[src/design/bcld_pkg.sv]
`default_nettype none

package bcld_pkg;

	localparam int unsigned CFG_IDX_W = 2;
	localparam int unsigned CFG_W     = 16;
	localparam int unsigned TIME_W    = 32;
	localparam int unsigned EV_W      = 4;
	localparam int unsigned ST_W      = 3;

	// Register indexes of the configuration port.
	localparam logic [CFG_IDX_W-1:0] REG_DEBOUNCE   = 2'd0;
	localparam logic [CFG_IDX_W-1:0] REG_FIRST_LONG = 2'd1;
	localparam logic [CFG_IDX_W-1:0] REG_REPEAT     = 2'd2;

	localparam logic [CFG_W-1:0] DEBOUNCE_RST   = 16'd20;
	localparam logic [CFG_W-1:0] FIRST_LONG_RST = 16'd1000;
	localparam logic [CFG_W-1:0] REPEAT_RST     = 16'd300;
	localparam logic [CFG_W-1:0] REPEAT_MAX     = 16'hFFFF;

	// Button states.
	localparam logic [ST_W-1:0] ST_IDLE    = 3'd0;
	localparam logic [ST_W-1:0] ST_QUALIFY = 3'd1;
	localparam logic [ST_W-1:0] ST_ON      = 3'd2;
	localparam logic [ST_W-1:0] ST_LONG    = 3'd3;
	localparam logic [ST_W-1:0] ST_GAP     = 3'd4;
	localparam logic [ST_W-1:0] ST_ON2     = 3'd5;
	localparam logic [ST_W-1:0] ST_LONG2   = 3'd6;

	// Event codes.
	localparam logic [EV_W-1:0] EV_NONE     = 4'd0;
	localparam logic [EV_W-1:0] EV_PRESSED  = 4'd1;
	localparam logic [EV_W-1:0] EV_CLICK    = 4'd2;
	localparam logic [EV_W-1:0] EV_DOUBLE   = 4'd3;
	localparam logic [EV_W-1:0] EV_LONG     = 4'd4;
	localparam logic [EV_W-1:0] EV_LONGREL  = 4'd5;
	localparam logic [EV_W-1:0] EV_LONG2    = 4'd6;
	localparam logic [EV_W-1:0] EV_LONG2REL = 4'd7;

	typedef struct packed {
		logic [CFG_W-1:0] debounce_time;
		logic [CFG_W-1:0] first_long_time;
		logic [CFG_W-1:0] repeat_time;
	} cfg_t;

	typedef struct packed {
		logic [EV_W-1:0]  event_code;
		logic [CFG_W-1:0] repeat_count;
		logic             switch_on;
	} res_t;

endpackage

`default_nettype wire

[src/design/bcld_core.sv]
`default_nettype none

module bcld_core (
	input  wire logic                         clk,
	input  wire logic                         arst_n,
	input  wire logic                         step,
	input  wire logic                         pin_high,
	input  wire logic [bcld_pkg::TIME_W-1:0]  now_ms,
	input  wire bcld_pkg::cfg_t               cfg,
	output bcld_pkg::res_t                    res
);
	import bcld_pkg::*;

	logic [ST_W-1:0]   state_q, state_d;
	logic [TIME_W-1:0] entry_q, entry_d;
	logic [CFG_W-1:0]  dl_q, dl_d;
	logic [CFG_W-1:0]  rep_q, rep_d;
	logic              sw_q, sw_d;
	logic [EV_W-1:0]   ev;
	logic [TIME_W-1:0] t;
	logic [TIME_W-1:0] dl_ext;
	logic              dl_zero;
	logic [CFG_W-1:0]  rep_inc;

	assign t       = now_ms - entry_q;
	assign dl_ext  = {{(TIME_W-CFG_W){1'b0}}, dl_q};
	assign dl_zero = (dl_q == '0);
	assign rep_inc = (rep_q == REPEAT_MAX) ? rep_q : rep_q + 1'b1;

	always_comb begin
		state_d = state_q;
		entry_d = entry_q;
		dl_d    = dl_q;
		rep_d   = rep_q;
		sw_d    = sw_q;
		ev      = EV_NONE;
		unique case (state_q)
			ST_QUALIFY: begin
				if (pin_high) begin
					state_d = ST_IDLE;
					entry_d = now_ms;
					dl_d    = cfg.debounce_time;
				end else if (t != '0) begin
					entry_d = now_ms;
					// The elapsed time eats into what is left of the qualify time.
					if (t >= dl_ext) begin
						sw_d    = 1'b1;
						ev      = EV_PRESSED;
						state_d = ST_ON;
						dl_d    = cfg.debounce_time;
					end else begin
						dl_d = dl_q - t[CFG_W-1:0];
					end
				end
			end
			ST_ON: begin
				if (t > {{(TIME_W-CFG_W){1'b0}}, cfg.debounce_time}) begin
					if (pin_high) begin
						if (dl_zero) begin
							state_d = ST_GAP;
							entry_d = now_ms;
							dl_d    = cfg.debounce_time;
						end else begin
							dl_d = dl_q - 1'b1;
						end
					end else begin
						dl_d = cfg.debounce_time;
						if ({{(TIME_W-CFG_W){1'b0}}, cfg.first_long_time} < t) begin
							rep_d   = '0;
							ev      = EV_LONG;
							state_d = ST_LONG;
							entry_d = now_ms;
						end
					end
				end
			end
			ST_LONG, ST_LONG2: begin
				if (pin_high) begin
					if (dl_zero) begin
						sw_d    = 1'b0;
						ev      = (state_q == ST_LONG) ? EV_LONGREL : EV_LONG2REL;
						state_d = ST_IDLE;
						entry_d = now_ms;
						dl_d    = cfg.debounce_time;
					end else begin
						dl_d = dl_q - 1'b1;
					end
				end else begin
					dl_d = cfg.debounce_time;
					if (t > {{(TIME_W-CFG_W){1'b0}}, cfg.repeat_time}) begin
						entry_d = now_ms;
						rep_d   = rep_inc;
						ev      = (state_q == ST_LONG) ? EV_LONG : EV_LONG2;
					end
				end
			end
			ST_GAP: begin
				if (dl_ext < t) begin
					if (!pin_high) begin
						state_d = ST_ON2;
						entry_d = now_ms;
						dl_d    = cfg.debounce_time;
					end else if (t > {{(TIME_W-CFG_W+1){1'b0}},
						cfg.first_long_time[CFG_W-1:1]}) begin
						sw_d    = 1'b0;
						ev      = EV_CLICK;
						state_d = ST_IDLE;
						entry_d = now_ms;
						dl_d    = cfg.debounce_time;
					end
				end
			end
			ST_ON2: begin
				if (dl_ext < t) begin
					if (pin_high) begin
						sw_d    = 1'b0;
						ev      = EV_DOUBLE;
						state_d = ST_IDLE;
						entry_d = now_ms;
						dl_d    = cfg.debounce_time;
					end else if (t > {{(TIME_W-CFG_W){1'b0}}, cfg.first_long_time}) begin
						rep_d   = '0;
						ev      = EV_LONG2;
						state_d = ST_LONG2;
						entry_d = now_ms;
						dl_d    = cfg.debounce_time;
					end
				end
			end
			default: begin
				// Idle, and the one code with no meaning, which behaves as idle.
				state_d = ST_IDLE;
				if (!pin_high) begin
					state_d = ST_QUALIFY;
					entry_d = now_ms;
					dl_d    = cfg.debounce_time;
				end
			end
		endcase
	end

	always_comb begin
		res.event_code   = ev;
		res.repeat_count = (ev == EV_LONG || ev == EV_LONG2) ? rep_d : '0;
		res.switch_on    = sw_d;
	end

	always_ff @(posedge clk or negedge arst_n) begin
		if (!arst_n) begin
			state_q <= ST_IDLE;
			entry_q <= '0;
			dl_q    <= DEBOUNCE_RST;
			rep_q   <= '0;
			sw_q    <= 1'b0;
		end else if (step) begin
			state_q <= state_d;
			entry_q <= entry_d;
			dl_q    <= dl_d;
			rep_q   <= rep_d;
			sw_q    <= sw_d;
		end
	end

endmodule

`default_nettype wire

[src/design/button_click_longpress_detector.sv]
`default_nettype none

// Button click and long-press detector. Each input transaction is one poll of the
// button (pin_high low means pressed, now_ms a free-running millisecond time) and
// gives exactly one result transaction carrying an event code, the long-press
// repeat number and the toggle level. A poll may be taken on every clock cycle
// unless in_stall holds it; a result passes through one input register and then
// one result register, and the whole per-poll decision is a single pass of
// compare and subtract logic on the button state between those registers.
// The three timing registers are written through the configuration port, which is
// always ready; write them only while no poll is in flight.
module button_click_longpress_detector (
	input  wire logic                           clk,
	input  wire logic                           arst_n,
	input  wire logic                           in_valid,
	output logic                                in_stall,
	input  wire logic                           pin_high,
	input  wire logic [bcld_pkg::TIME_W-1:0]    now_ms,
	output logic                                out_valid,
	input  wire logic                           out_stall,
	output logic [bcld_pkg::EV_W-1:0]           event_code,
	output logic [bcld_pkg::CFG_W-1:0]          repeat_count,
	output logic                                switch_on,
	input  wire logic                           cfg_valid,
	output logic                                cfg_ready,
	input  wire logic [bcld_pkg::CFG_IDX_W-1:0] cfg_index,
	input  wire logic [bcld_pkg::CFG_W-1:0]     cfg_data
);
	import bcld_pkg::*;

	cfg_t              cfg_q;
	logic              v_s1;
	logic              pin_s1;
	logic [TIME_W-1:0] now_s1;
	logic              adv;
	logic              in_take;
	logic              out_valid_q;
	res_t              res;
	res_t              res_q;

	assign cfg_ready = 1'b1;

	always_ff @(posedge clk or negedge arst_n) begin
		if (!arst_n) begin
			cfg_q.debounce_time   <= DEBOUNCE_RST;
			cfg_q.first_long_time <= FIRST_LONG_RST;
			cfg_q.repeat_time     <= REPEAT_RST;
		end else if (cfg_valid) begin
			unique case (cfg_index)
				REG_DEBOUNCE:   cfg_q.debounce_time   <= cfg_data;
				REG_FIRST_LONG: cfg_q.first_long_time <= cfg_data;
				REG_REPEAT:     cfg_q.repeat_time     <= cfg_data;
				default: ;
			endcase
		end
	end

	// The poll in the input register moves on whenever the result register is free
	// or is being emptied in this cycle.
	assign adv      = v_s1 && (!out_valid_q || !out_stall);
	assign in_stall = v_s1 && out_valid_q && out_stall;
	assign in_take  = in_valid && !in_stall;

	always_ff @(posedge clk or negedge arst_n) begin
		if (!arst_n) begin
			v_s1 <= 1'b0;
		end else if (in_take) begin
			v_s1 <= 1'b1;
		end else if (adv) begin
			v_s1 <= 1'b0;
		end
	end

	always_ff @(posedge clk) begin
		if (in_take) begin
			pin_s1 <= pin_high;
			now_s1 <= now_ms;
		end
	end

	bcld_core u_core (
		.clk      (clk),
		.arst_n   (arst_n),
		.step     (adv),
		.pin_high (pin_s1),
		.now_ms   (now_s1),
		.cfg      (cfg_q),
		.res      (res)
	);

	always_ff @(posedge clk or negedge arst_n) begin
		if (!arst_n) begin
			out_valid_q <= 1'b0;
		end else if (adv) begin
			out_valid_q <= 1'b1;
		end else if (!out_stall) begin
			out_valid_q <= 1'b0;
		end
	end

	always_ff @(posedge clk) begin
		if (adv) begin
			res_q <= res;
		end
	end

	assign out_valid    = out_valid_q;
	assign event_code   = res_q.event_code;
	assign repeat_count = res_q.repeat_count;
	assign switch_on    = res_q.switch_on;

	a_rep_only_long: assert property (@(posedge clk) disable iff (!arst_n)
		out_valid && repeat_count != '0 |-> event_code == EV_LONG || event_code == EV_LONG2)
		else $error("repeat count given with an event that is not a long press");

	a_release_off: assert property (@(posedge clk) disable iff (!arst_n)
		out_valid && (event_code == EV_CLICK || event_code == EV_DOUBLE ||
		event_code == EV_LONGREL || event_code == EV_LONG2REL) |-> !switch_on)
		else $error("toggle level still on at a release event");

	a_press_on: assert property (@(posedge clk) disable iff (!arst_n)
		out_valid && event_code == EV_PRESSED |-> switch_on)
		else $error("toggle level off at a press event");

	a_take_held: assert property (@(posedge clk) disable iff (!arst_n)
		in_valid && !in_stall |=> v_s1)
		else $error("accepted poll missing from the input register");

endmodule

`default_nettype wire
[config.mk]
export PLATFORM = sky130hd
export DESIGN_NAME = button_click_longpress_detector
export DESIGN_NICKNAME = d
export VERILOG_FILES = /design/src/design/bcld_pkg.sv /design/src/design/bcld_core.sv /design/src/design/button_click_longpress_detector.sv
export SDC_FILE = /design/constraint.sdc
export NUM_CORES = 1
export LEC_CHECK = 0
export BUFFER_PORTS_ARGS = -buffer_cell sky130_fd_sc_hd__buf_4
export CORE_MARGIN = 3
export CORE_UTILIZATION = 50
export DETAILED_ROUTE_END_ITERATION = 10
export PLACE_DENSITY = 0.72
export SLEW_MARGIN = 20
export SYNTH_ARGS = -nofsm -noshare
export SYNTH_HDL_FRONTEND = slang
export SYNTH_SLANG_ARGS = --single-unit
export TNS_END_PERCENT = 30
[constraint.sdc]
create_clock -name clk -period 5.9 [get_ports clk]
set_input_delay 0 -clock clk [delete_from_list [all_inputs] [get_ports clk]]
set_output_delay 0 -clock clk [all_outputs]
set_load 0.01 [all_outputs]
After elaboration in Yosys (flattened, before gate mapping):

Index checks and enable logic that the tools add are counted.

* input bits: 56
* bits in read-only memories: 0
* latch bits: 0
* register bits after elaboration: 172
* RAM bits: 0
* memories: 0
* logic and storage cells: 161

* multiply operators: 0
* multiplexer cells: 90
* div/mod/pow operators: 0
* add/subtract/negate cells: 4
* shift operators: 0
* bitwise logic cells: 0
* reductions and logical operators: 20
* magnitude comparators: 7
* eq/ne operators: 25

Operator list (count)
* 32-bit two-way mux: 15
* 16-bit two-way mux: 22
* 32-bit one-hot mux with 5 select lines: 1
* 32-bit by 16-bit > comparator with 1-bit output: 3
* 16-bit one-hot mux with 5 select lines: 1
* 16-bit by 32-bit < comparator with 1-bit output: 2
* 3-bit two-way mux: 17
* 16-bit one-hot mux with 3 select lines: 1
* 4-bit two-way mux: 11
* 32-bit by 16-bit >= comparator with 1-bit output: 1
* 32-bit by 15-bit > comparator with 1-bit output: 1
* 32-bit nonzero test: 1
* 32-bit subtractor: 1
* 3-bit by 2-bit != test with 1-bit output (second input constant): 7
* 4-bit one-hot mux with 5 select lines: 1
* 16-bit by 1-bit adder with 16-bit output (second input constant): 1
* 16-bit equality test (second input constant): 1
* 16-bit zero test: 1
* 1-bit two-way mux: 16
* 16-bit by 1-bit subtractor with 16-bit output (second input constant): 1
* 16-bit subtractor: 1
* 3-bit one-hot mux with 5 select lines: 1
* 12-bit AND reduction: 1
* 2-bit by 1-bit != test with 1-bit output (second input constant): 5
* 19 further kinds: 33

Logic depth before layout (Yosys ltp):

Gate-level depths: netlist of the first run.

* depth after elaboration: 8
* mapped depth: 22
* gate-level depth less buffers: 21

Cells and area by module:

Synthesis of the first run repeated with hierarchy kept, for this count alone.

* cells, all modules: 1383
* area, all modules: 12848.6 um^2

Modules (own cells, without submodules)
* bcld_core: times used 1, cells each 1217, area each 9298.9 um^2
* button_click_longpress_detector: times used 1, cells each 166, area each 3549.7 um^2

Worst setup path before layout of the first run:

OpenSTA, ideal clock, no wires.

* path kind: register -> register
* start: register now_s1[0]
* end: register u_core.entry_q[0]
* stages on the path, launching flop included: 21
* path buffers: 1
* slack: 1.082 ns
* setup time: 0.127 ns
* required time: 5.773 ns
* period minus slack after synthesis: 4.818 ns
* data arrival time: 4.691 ns
* path through: edfxtp_1 -> inv_1 -> ha_1 -> inv_1 -> fa_1 -> a21o_1 -> a221oi_4 -> xnor2_1 -> inv_1 -> ha_1 -> or4b_1 -> o211ai_1 -> o2111ai_1 -> o21a_1 -> maj3_1 -> a21oi_1 -> nor2_1 -> o22ai_4 -> nand3_4 -> buf_6 -> mux2_1

* word-level cells in the longest chain between the ends: 4
* elaborated cells between the ends (all ways): 33

Ends and longest elaborated chain
* start, declared: line button_click_longpress_detector.sv:34 `logic [TIME_W-1:0] now_s1;`
* start signal, assigned: line button_click_longpress_detector.sv:77 `now_s1 <= now_ms;`
* 32-bit subtractor (tied with other cells): line bcld_core.sv:25 `assign t = now_ms - entry_q;`
* 32-bit by 16-bit > comparator with 1-bit output (tied with other cells): line bcld_core.sv:90 `if (t > {{(TIME_W-CFG_W){1'b0}}, cfg.repeat_time}) begin`
* 3-bit by 2-bit != test with 1-bit output (no line) (tied with other cells)
* 10-bit AND reduction (no line) / 32-bit one-hot mux with 5 select lines (equally long branches)
* end signal, assigned: line bcld_core.sv:157 `entry_q <= entry_d;`
* end, declared: line bcld_core.sv:15 `logic [TIME_W-1:0] entry_q, entry_d;`

Several ways; a longest one is shown, not always the timed one. The select of a mux whose other input is x is not followed.
A chain may end at the register's enable or synchronous reset.

Final worst setup path of the first run:

* start: register now_s1[0]
* end: register res_q (netlist bit repeat_count[0]), data pin

* word-level cells in the longest chain between the ends: 8
* elaborated cells between the ends (all ways): 36

Ends and longest elaborated chain
* 32-bit subtractor (*): line bcld_core.sv:25
* 32-bit by 16-bit >= comparator with 1-bit output (tied with other cells): line bcld_core.sv:46 `if (t >= dl_ext) begin`
* 1-bit two-way mux (tied with other cells): line bcld_core.sv:46
* 4-bit two-way mux (on tied branches) (2 in series)
* 4-bit one-hot mux with 5 select lines: line bcld_core.sv:37 `unique case (state_q)`
* 4-bit by 3-bit equality test with 1-bit output: line bcld_core.sv:144 `res.repeat_count = (ev == EV_LONG || ev == EV_LONG2) ? rep_d : '0;`
* 1-bit logical OR: line bcld_core.sv:144
* end signal, assigned: line button_click_longpress_detector.sv:103 `res_q <= res;`
* end, declared: line button_click_longpress_detector.sv:39 `res_t res_q;`

Mark *: on every way between the ends. The rest lies on a longest branch, timed or not.

==> results.md, run 1 <==
* Outcome: finished, final reports clean
* Layout Cells excl Fill at 1,829
* Most frequent cells in the layout: inv_1, ha_1, dfrtp_1
* Placed cell area at 13,700 um^2
* Share of cells above drive strength 1 at 13.8%
* Setup crit end kind: register
* Max_cap viols at 0
* CP dominant cell by count: inv_1
* Place WS at 452 ps
* Grt ovf at 0
* CTS Sinks at 171
* Syn avg cell area at 9.24 um^2
* Initial DRT Pass Iterations at 5
* # diodes at 0
* Hold Path Class: in2reg
* Initial antenna violation count at 0
* Port Buffer Count at 77
* Setup TNS at 0 ps
* Setup CP Type: reg2reg
* DRT Wirelength at 32.8 mm
* Clock slew at reported path FFs at 80 ps
* Worst-Skew Late Latency at 440 ps
* # placed instances at 1,744
* Core Util, Final at 59.8%
* Ys Warns at 0
* RSZ-0062 raised after global routing: no
* Most used DFF post-synth: dfrtp_1
* CTS H-tree depth at 4
* Layout Nets at 1,657
* CTS max path bufs at 2
* PD cells at 589 nW/um^2
* Placer Congestion at 0.934
* First DRT Iteration DRCs at 862
* Data arrival, critical path at 5760 ps
* GRT Resource Usage Total at 23.6%
* Final Cell Area at 14,800 um^2
* Minimum clock period at 5510 ps
* CTS tree: done
* Seq/Total Area, Yosys at 35.7%
* Core box area at 24,700 um^2
* TritonCTS Buffers at 17
* Max FO, Critical Path at 16
* Setup crit end: repeat_count[0]
* Buf/Inv on CP at 4
* Max IR drop VDD at 0.000311 V
* Req. time, crit path at 6150 ps
* Wl on met1 at 14.6 mm
* Commonest non-fill, non-tap cell in the layout: inv_1
* Worst-Margin Slew at 1010 ps
* Max incr delay on CP at 560 ps
* Worst Reg-to-Reg Cells at 20
* Top routing layer used: met4
* Crit Reg-Reg Startpoint: now_s1[0]
* Setup repair bufs after CTS at 0
* Setup ws final at 392 ps
* Synth-to-Final Area Change at 15.5%
* Die width at 166 um
* Drt wl/cell at 17.9 um
* CP Launch Type: register
* Hold Fails Final Rpt at 0
* Cts repair resizes at 0
* Crit. Startpoint: now_s1[0]
* Async SR Flop Fraction at 69.0%
* Worst path cell trace: inv_1 > ha_1 > inv_1 > fa_1 > a21o_1 > a221oi_4 > xnor2_1 > inv_1 > ha_1 > or4b_1 > o211ai_1 > o2111ai_1 > o21a_1 > maj3_1 > a21oi_1 > buf_4 > a21oi_1 > o32ai_1 > o21ai_2 > a311oi_1
* # setup viols final at 0
* Die Footprint at 27,500 um^2
* Flop-to-flop setup slack at 390 ps
* Synthesis-stage register bit count at 171
* Mapped Area at 12,800 um^2
* Pleak at 6.37 nW
* Initial Util at 51.8%
* Clk Tree Root Cell: clkbuf_16
* Clock skew at 11.5 ps
* Fin crit share at 93.4%
* Die Y-Extent at 166 um
* Slew Limit Headroom at 32.4%
* Pin count of the biggest net entering global routing at 68
* Max Clock Freq at 0.182 GHz
* Vias per cell at 6.01
* First-pass GRT wire length at 54.3 mm
* R2r endpoint: repeat_count[0]
* Final ANT Viol Nets at 0
* I/O pin cnt at 80
* Metal2 WL at 15.7 mm
* Post-Synthesis Cells at 1,382
* Routed vias at 11,000
* DRC errors left at 0
* Top Family by Delay on Critical Path: compound AO/OA/AOI/OAI gates
* Cell variety after synth at 96
* Met3 Wirelength at 1.74 mm
* Fill cells at 2,165
* Hold Buf Count CTS at 53
* Slowest-stage cell, CP: or4b_1
* Rows at 57
* Vias in the first global route at 10,700
* DPL Wire Length at 24.5 mm
* Post-synth EDFFs at 53
* Max-slew violations at 0
* Net Count, Synth at 1,547
* Crit path depth at 20
## synthesized netlist by cell type, types with 26 or more instances
master,n,area (um^2)
clkbuf_1,40,150
xnor2_1,26,228
nand3_1,30,150
edfxtp_1,53,1590
mux2_2,34,383
o21ai_0,76,380
a21oi_1,88,440
ha_1,107,1340
nand2_1,97,364
inv_1,114,428
a21o_1,31,233
nor3_1,45,225
nor2_1,86,323
mux2_1,32,360
dfrtp_1,104,2600
## cells by family (layout without fill, tap and decap cells)
group	after synthesis	count (layout)	synth area share, %
fa+ha+maj	113	113	11.1
mux	77	77	6.68
simple gates	386	386	15.3
buf+inv	177	300	5.57
other cells	2	2	0.0588
flops	171	171	35.7
xor+xnor	45	45	3.09
compound gates	411	411	22.5
## cell type report
cell class	instances	area (um^2)	share of cell area (%)
inverters	116	435	2.95
flip-flops and latches	171	4560	30.9
clock buffers	17	425	2.88
clock inverters	15	149	1.01
well taps	324	405	2.75
multi-input cells	1034	7510	50.9
repair buffers	152	1270	8.63
## flip-flops by register name, indices dropped and copies added (netlist names)
name / cells
cfg_q: 48
event_code: 3
now_s1: 32
out_valid: 1
pin_s1: 1
repeat_count: 16
switch_on: 1
u_core.dl_q: 16
u_core.entry_q: 32
u_core.rep_q: 16
u_core.state_q: 3
u_core.sw_q: 1
v_s1: 1
## power by group
part           leakage (nW)  internal (mW)  switching [mW]
Clock                 0.286          0.564           0.552
Combinational          4.16           2.41            3.37
Sequential             1.92           1.53           0.272
Total                  6.37           4.50            4.20
## tightest hold or removal path, stage by stage
cell and delay, ps:
buf_4 90, nor3b_2 40, buf_4 210, nand2_1 90, o21ai_0 80
## how the worst min path moves through the flow
| stage | startpoint | depth (start not counted) | end | slack [ps] |
|---|---|---|---|---|
| 2_1_floorplan | arst_n | 0 | cfg_q[0] | -300 |
| 3_3_place_gp | arst_n | 1 | u_core.entry_q[3] | 70 |
| 3_5_place_dp | arst_n | 1 | u_core.entry_q[3] | 80 |
| 5_1_grt | cfg_index[1] | 5 | cfg_q[36] | 130 |
| 6_report | cfg_index[1] | 5 | cfg_q[36] | 90 |
| 4_1_cts | cfg_index[1] | 5 | cfg_q[36] | 90 |
## layer usage
layer  vias up  GRT usage (%)
met4         0           7.02
li1       5361              -
met3        49           3.14
met2       346           39.2
met5         -              0
met1      5230           32.5
## per-stage QoR
stage / hold slack, ps / power (mW)
detailed placement: 83.1 / 7.46
global placement: 73.3 / 7.34
floorplan: -296 / 6.04
CTS: 89.8 / 8.64
global route: 128 / 9.47
finish: 92.4 / 8.70
Power figures use the tool's default switching activity.
==> run 2: changes to the inputs <==
--- a/config.mk
+++ b/config.mk
@@ -9,6 +9,7 @@
 export CORE_MARGIN = 3
 export CORE_UTILIZATION = 50
 export DETAILED_ROUTE_END_ITERATION = 10
+export MAX_ROUTING_LAYER = met4
 export PLACE_DENSITY = 0.72
 export SLEW_MARGIN = 20
 export SYNTH_ARGS = -nofsm -noshare
==> run 2 against run 1 <==
  * Die area did not move
  * Core utilization rose by 0.12 points
  * Register-to-register slack got worse by 70 ps
  * Power rose by 0.87%
  * Global-route usage rose by 1.3 points
  * Sequential power barely moved
  * Largest power group unchanged
==> results.md, run 2 (same netlist as run 1, synthesis figures left out) <==
* Outcome: finished, final reports clean
* Clock skew at 18.3 ps (+6.79 ps)
* Vias in the first global route at 10,900 (+1.9%)
* Fin crit share at 94.6% (+1.2 points)
* Die Footprint at 27,500 um^2 (unchanged)
* Max IR drop VDD at 0.000281 V (-9.5%)
* Buf/Inv on CP at 3 (-1)
* Switching Fraction at 48.5% (+0.20 points)
* Die Y-Extent at 166 um (unchanged)
* CP Launch Type: register
* Data arrival, critical path at 5900 ps (+140 ps)
* Port Buffer Count at 77 (unchanged)
* # setup viols final at 0 (unchanged)
* First-pass GRT wire length at 55.2 mm (+1.7%)
* Die width at 166 um (unchanged)
* Max Clock Freq at 0.179 GHz (-1.3%)
* Core box area at 24,700 um^2 (unchanged)
* Worst path cell trace: inv_1 > ha_1 > inv_1 > fa_1 > a21o_1 > a221oi_4 > xnor2_1 > inv_1 > ha_1 > or4b_1 > o211ai_1 > o2111ai_2 > o21a_1 > maj3_1 > a21oi_1 > nor2_1 > o22ai_4 > nand3_4 > mux2_1
* Pleak at 6.38 nW (+0.21%)
* Share of cells above drive strength 1 at 14.0% (+0.18 points)
* Setup repair bufs after CTS at 0 (unchanged)
* Final total power at 8.77 mW (+0.87%)
* Clock slew at reported path FFs at 80 ps (about the same)
* RSZ-0062 raised after global routing: yes
* Max incr delay on CP at 570 ps (about the same)
* CTS Sinks at 171 (unchanged)
* Worst Reg-to-Reg Cells at 19 (-5.0%)
* Max FO, Critical Path at 32 (+16)
* Grt ovf at 0 (unchanged)
* Crit path depth at 19 (-5.0%)
* Final ANT Viol Nets at 0 (unchanged)
* DRT Wirelength at 33.2 mm (+1.4%)
* Placer Congestion at 0.935 (+0.13%)
* CTS max path bufs at 2 (unchanged)
* Worst-Skew Late Latency at 450 ps (about the same)
* Top Family by Delay on Critical Path: compound AO/OA/AOI/OAI gates
* Clock power share at 12.7% (about the same)
* Vias per cell at 6.09 (+1.4%)
* First DRT Iteration DRCs at 828 (-3.9%)
* Hold Fails Final Rpt at 0 (unchanged)
* # diodes at 0 (unchanged)
* CP dominant cell by count: inv_1
* Most frequent cells in the layout: inv_1, ha_1, dfrtp_1
* Psw at 4.25 mW (+1.3%)
* Req. time, crit path at 6220 ps (+70 ps)
* Largest regs: cfg_q: 48 flops, now_s1: 32 flops, u_core.entry_q: 32 flops
* Pin count of the biggest net entering global routing at 51 (-25%)
* Slowest-stage cell, CP: or4b_1
* Pint at 4.52 mW (+0.48%)
* Setup crit end kind: register
* Initial DRT Pass Iterations at 6 (+1)
* Final Cell Area at 14,800 um^2 (+0.20%)
* Minimum clock period at 5580 ps (+72.9 ps)
* Layout Nets at 1,659 (+0.12%)
* Setup CP Type: reg2reg
* Initial antenna violation count at 0 (unchanged)
* I/O pin cnt at 80 (unchanged)
* TritonCTS Buffers at 17 (unchanged)
* DPL Wire Length at 24.8 mm (+1.2%)
* Initial Util at 51.8% (unchanged)
* Slew Limit Headroom at 32.0% (-0.37 points)
* CTS H-tree depth at 4 (unchanged)
* Combinational cell fraction of total power at 66.8% (+0.3 points)
* Synth-to-Final Area Change at 15.8%
* Max-slew violations at 0 (unchanged)
* Placed cell area at 13,700 um^2 (+0.11%)
* Fill cells at 2,105 (-2.8%)
* Sequential Power Share at 20.6% (about the same)
* Routed vias at 11,200 (+1.5%)
* Clk Tree Root Cell: clkbuf_16
* Drt wl/cell at 18.1 um (+1.2%)
* CTS tree: done
* Hold Path Class: in2async
* Hold Slack at 38.2 ps (-54.2 ps)
* Worst-Margin Slew at 1020 ps (+9.90 ps)
* Max_cap viols at 0 (unchanged)
* Rows at 57 (unchanged)
* Number of flip-flops in the largest register at 48 (unchanged)
* Commonest non-fill, non-tap cell in the layout: inv_1
* Top reg by flops: cfg_q
* DRC errors left at 0 (unchanged)
* GRT Resource Usage Total at 24.9% (+1.3 points)
* PD cells at 593 nW/um^2 (+0.66%)
* Flop-to-flop setup slack at 320 ps (-70 ps)
## run 2: cell types whose count changed in the layout (fill, tap and decap cells not counted)
cell,change
buf_4,+2
clkinv_1,+1
clkinv_2,-1
clkinv_4,+1
clkinv_8,+1
inv_6,-2
nand2_1,-1
nand2_2,+1
o2111ai_1,-1
o2111ai_2,+1
## run 2: power by group through the flow
stage               registers (mW)  logic (mW)  clock network [mW]
finish                        1.80        5.86                1.11
global placement              1.80        5.58                   0
detailed placement            1.82        5.70                   0
CTS                           1.80        5.76                1.13
global route                  1.84        6.53                1.19
floorplan                     1.70        4.34                   0
## run 2: metal layers
metal | global-route usage, % | up-vias | share of wire [%]
met1 | 32.4 | 5330 | 44
met2 | 40.2 | 381 | 48
met3 | 3.62 | 70 | 5.4
met5 | - | - | 0
met4 | 8.28 | 0 | 2.6
li1 | - | 5372 | -
## run 2: final cells by class
cell class | instances | area, um^2 | share of cell area [%]
Multi-Input combinational cell | 1034 | 7520 | 50.8
Sequential cell | 171 | 4560 | 30.8
Timing Repair Buffer | 154 | 1290 | 8.71
Inverter | 116 | 435 | 2.94
Clock buffer | 17 | 425 | 2.88
Tap cell | 324 | 405 | 2.74
Clock inverter | 15 | 155 | 1.05
## run 2: stage by stage
stage | setup TNS, ps | cells | setup slack [ps] | util, %
6_report | 0 | 1831 | 319 | 59.9
5_1_grt | -12.9 | 1831 | -9.04 | 59.9
4_1_cts | 0 | 1831 | 309 | 59.9
3_5_place_dp | 0 | 1746 | 343 | 55.4
3_3_place_gp | 0 | 1746 | 386 | 55.4
2_1_floorplan | 0 | 1382 | 1080 | -
## run 2: path summary, 6_finish.rpt
path | start | end
max in group asynchronous | arst_n | cfg_q[28]
min reg2reg | u_core.entry_q[29] | u_core.entry_q[29]
max | now_s1[0] | u_core.entry_q[9]
max reg2reg | now_s1[0] | u_core.entry_q[9]
min in group clk | cfg_index[0] | cfg_q[36]
min | arst_n | cfg_q[0]
## run 2: worst register-to-register path, stage by stage, from the launching register on
cell,delay [ps]
edfxtp_1,380
inv_1,70
ha_1,140
inv_1,50
fa_1,390
a21o_1,220
a221oi_4,330
xnor2_1,250
inv_1,140
ha_1,270
or4b_1,570
o211ai_1,330
o2111ai_2,270
o21a_1,210
maj3_1,380
a21oi_1,200
nor2_1,140
o22ai_4,160
nand3_4,420
mux2_1,540
## run 2: repair_timing
action,4_1_cts,5_1_grt
endpoints found under the setup margin,0,40
resized for setup,0,2
hold buffers,53,0
hold endpoints to repair,112,0
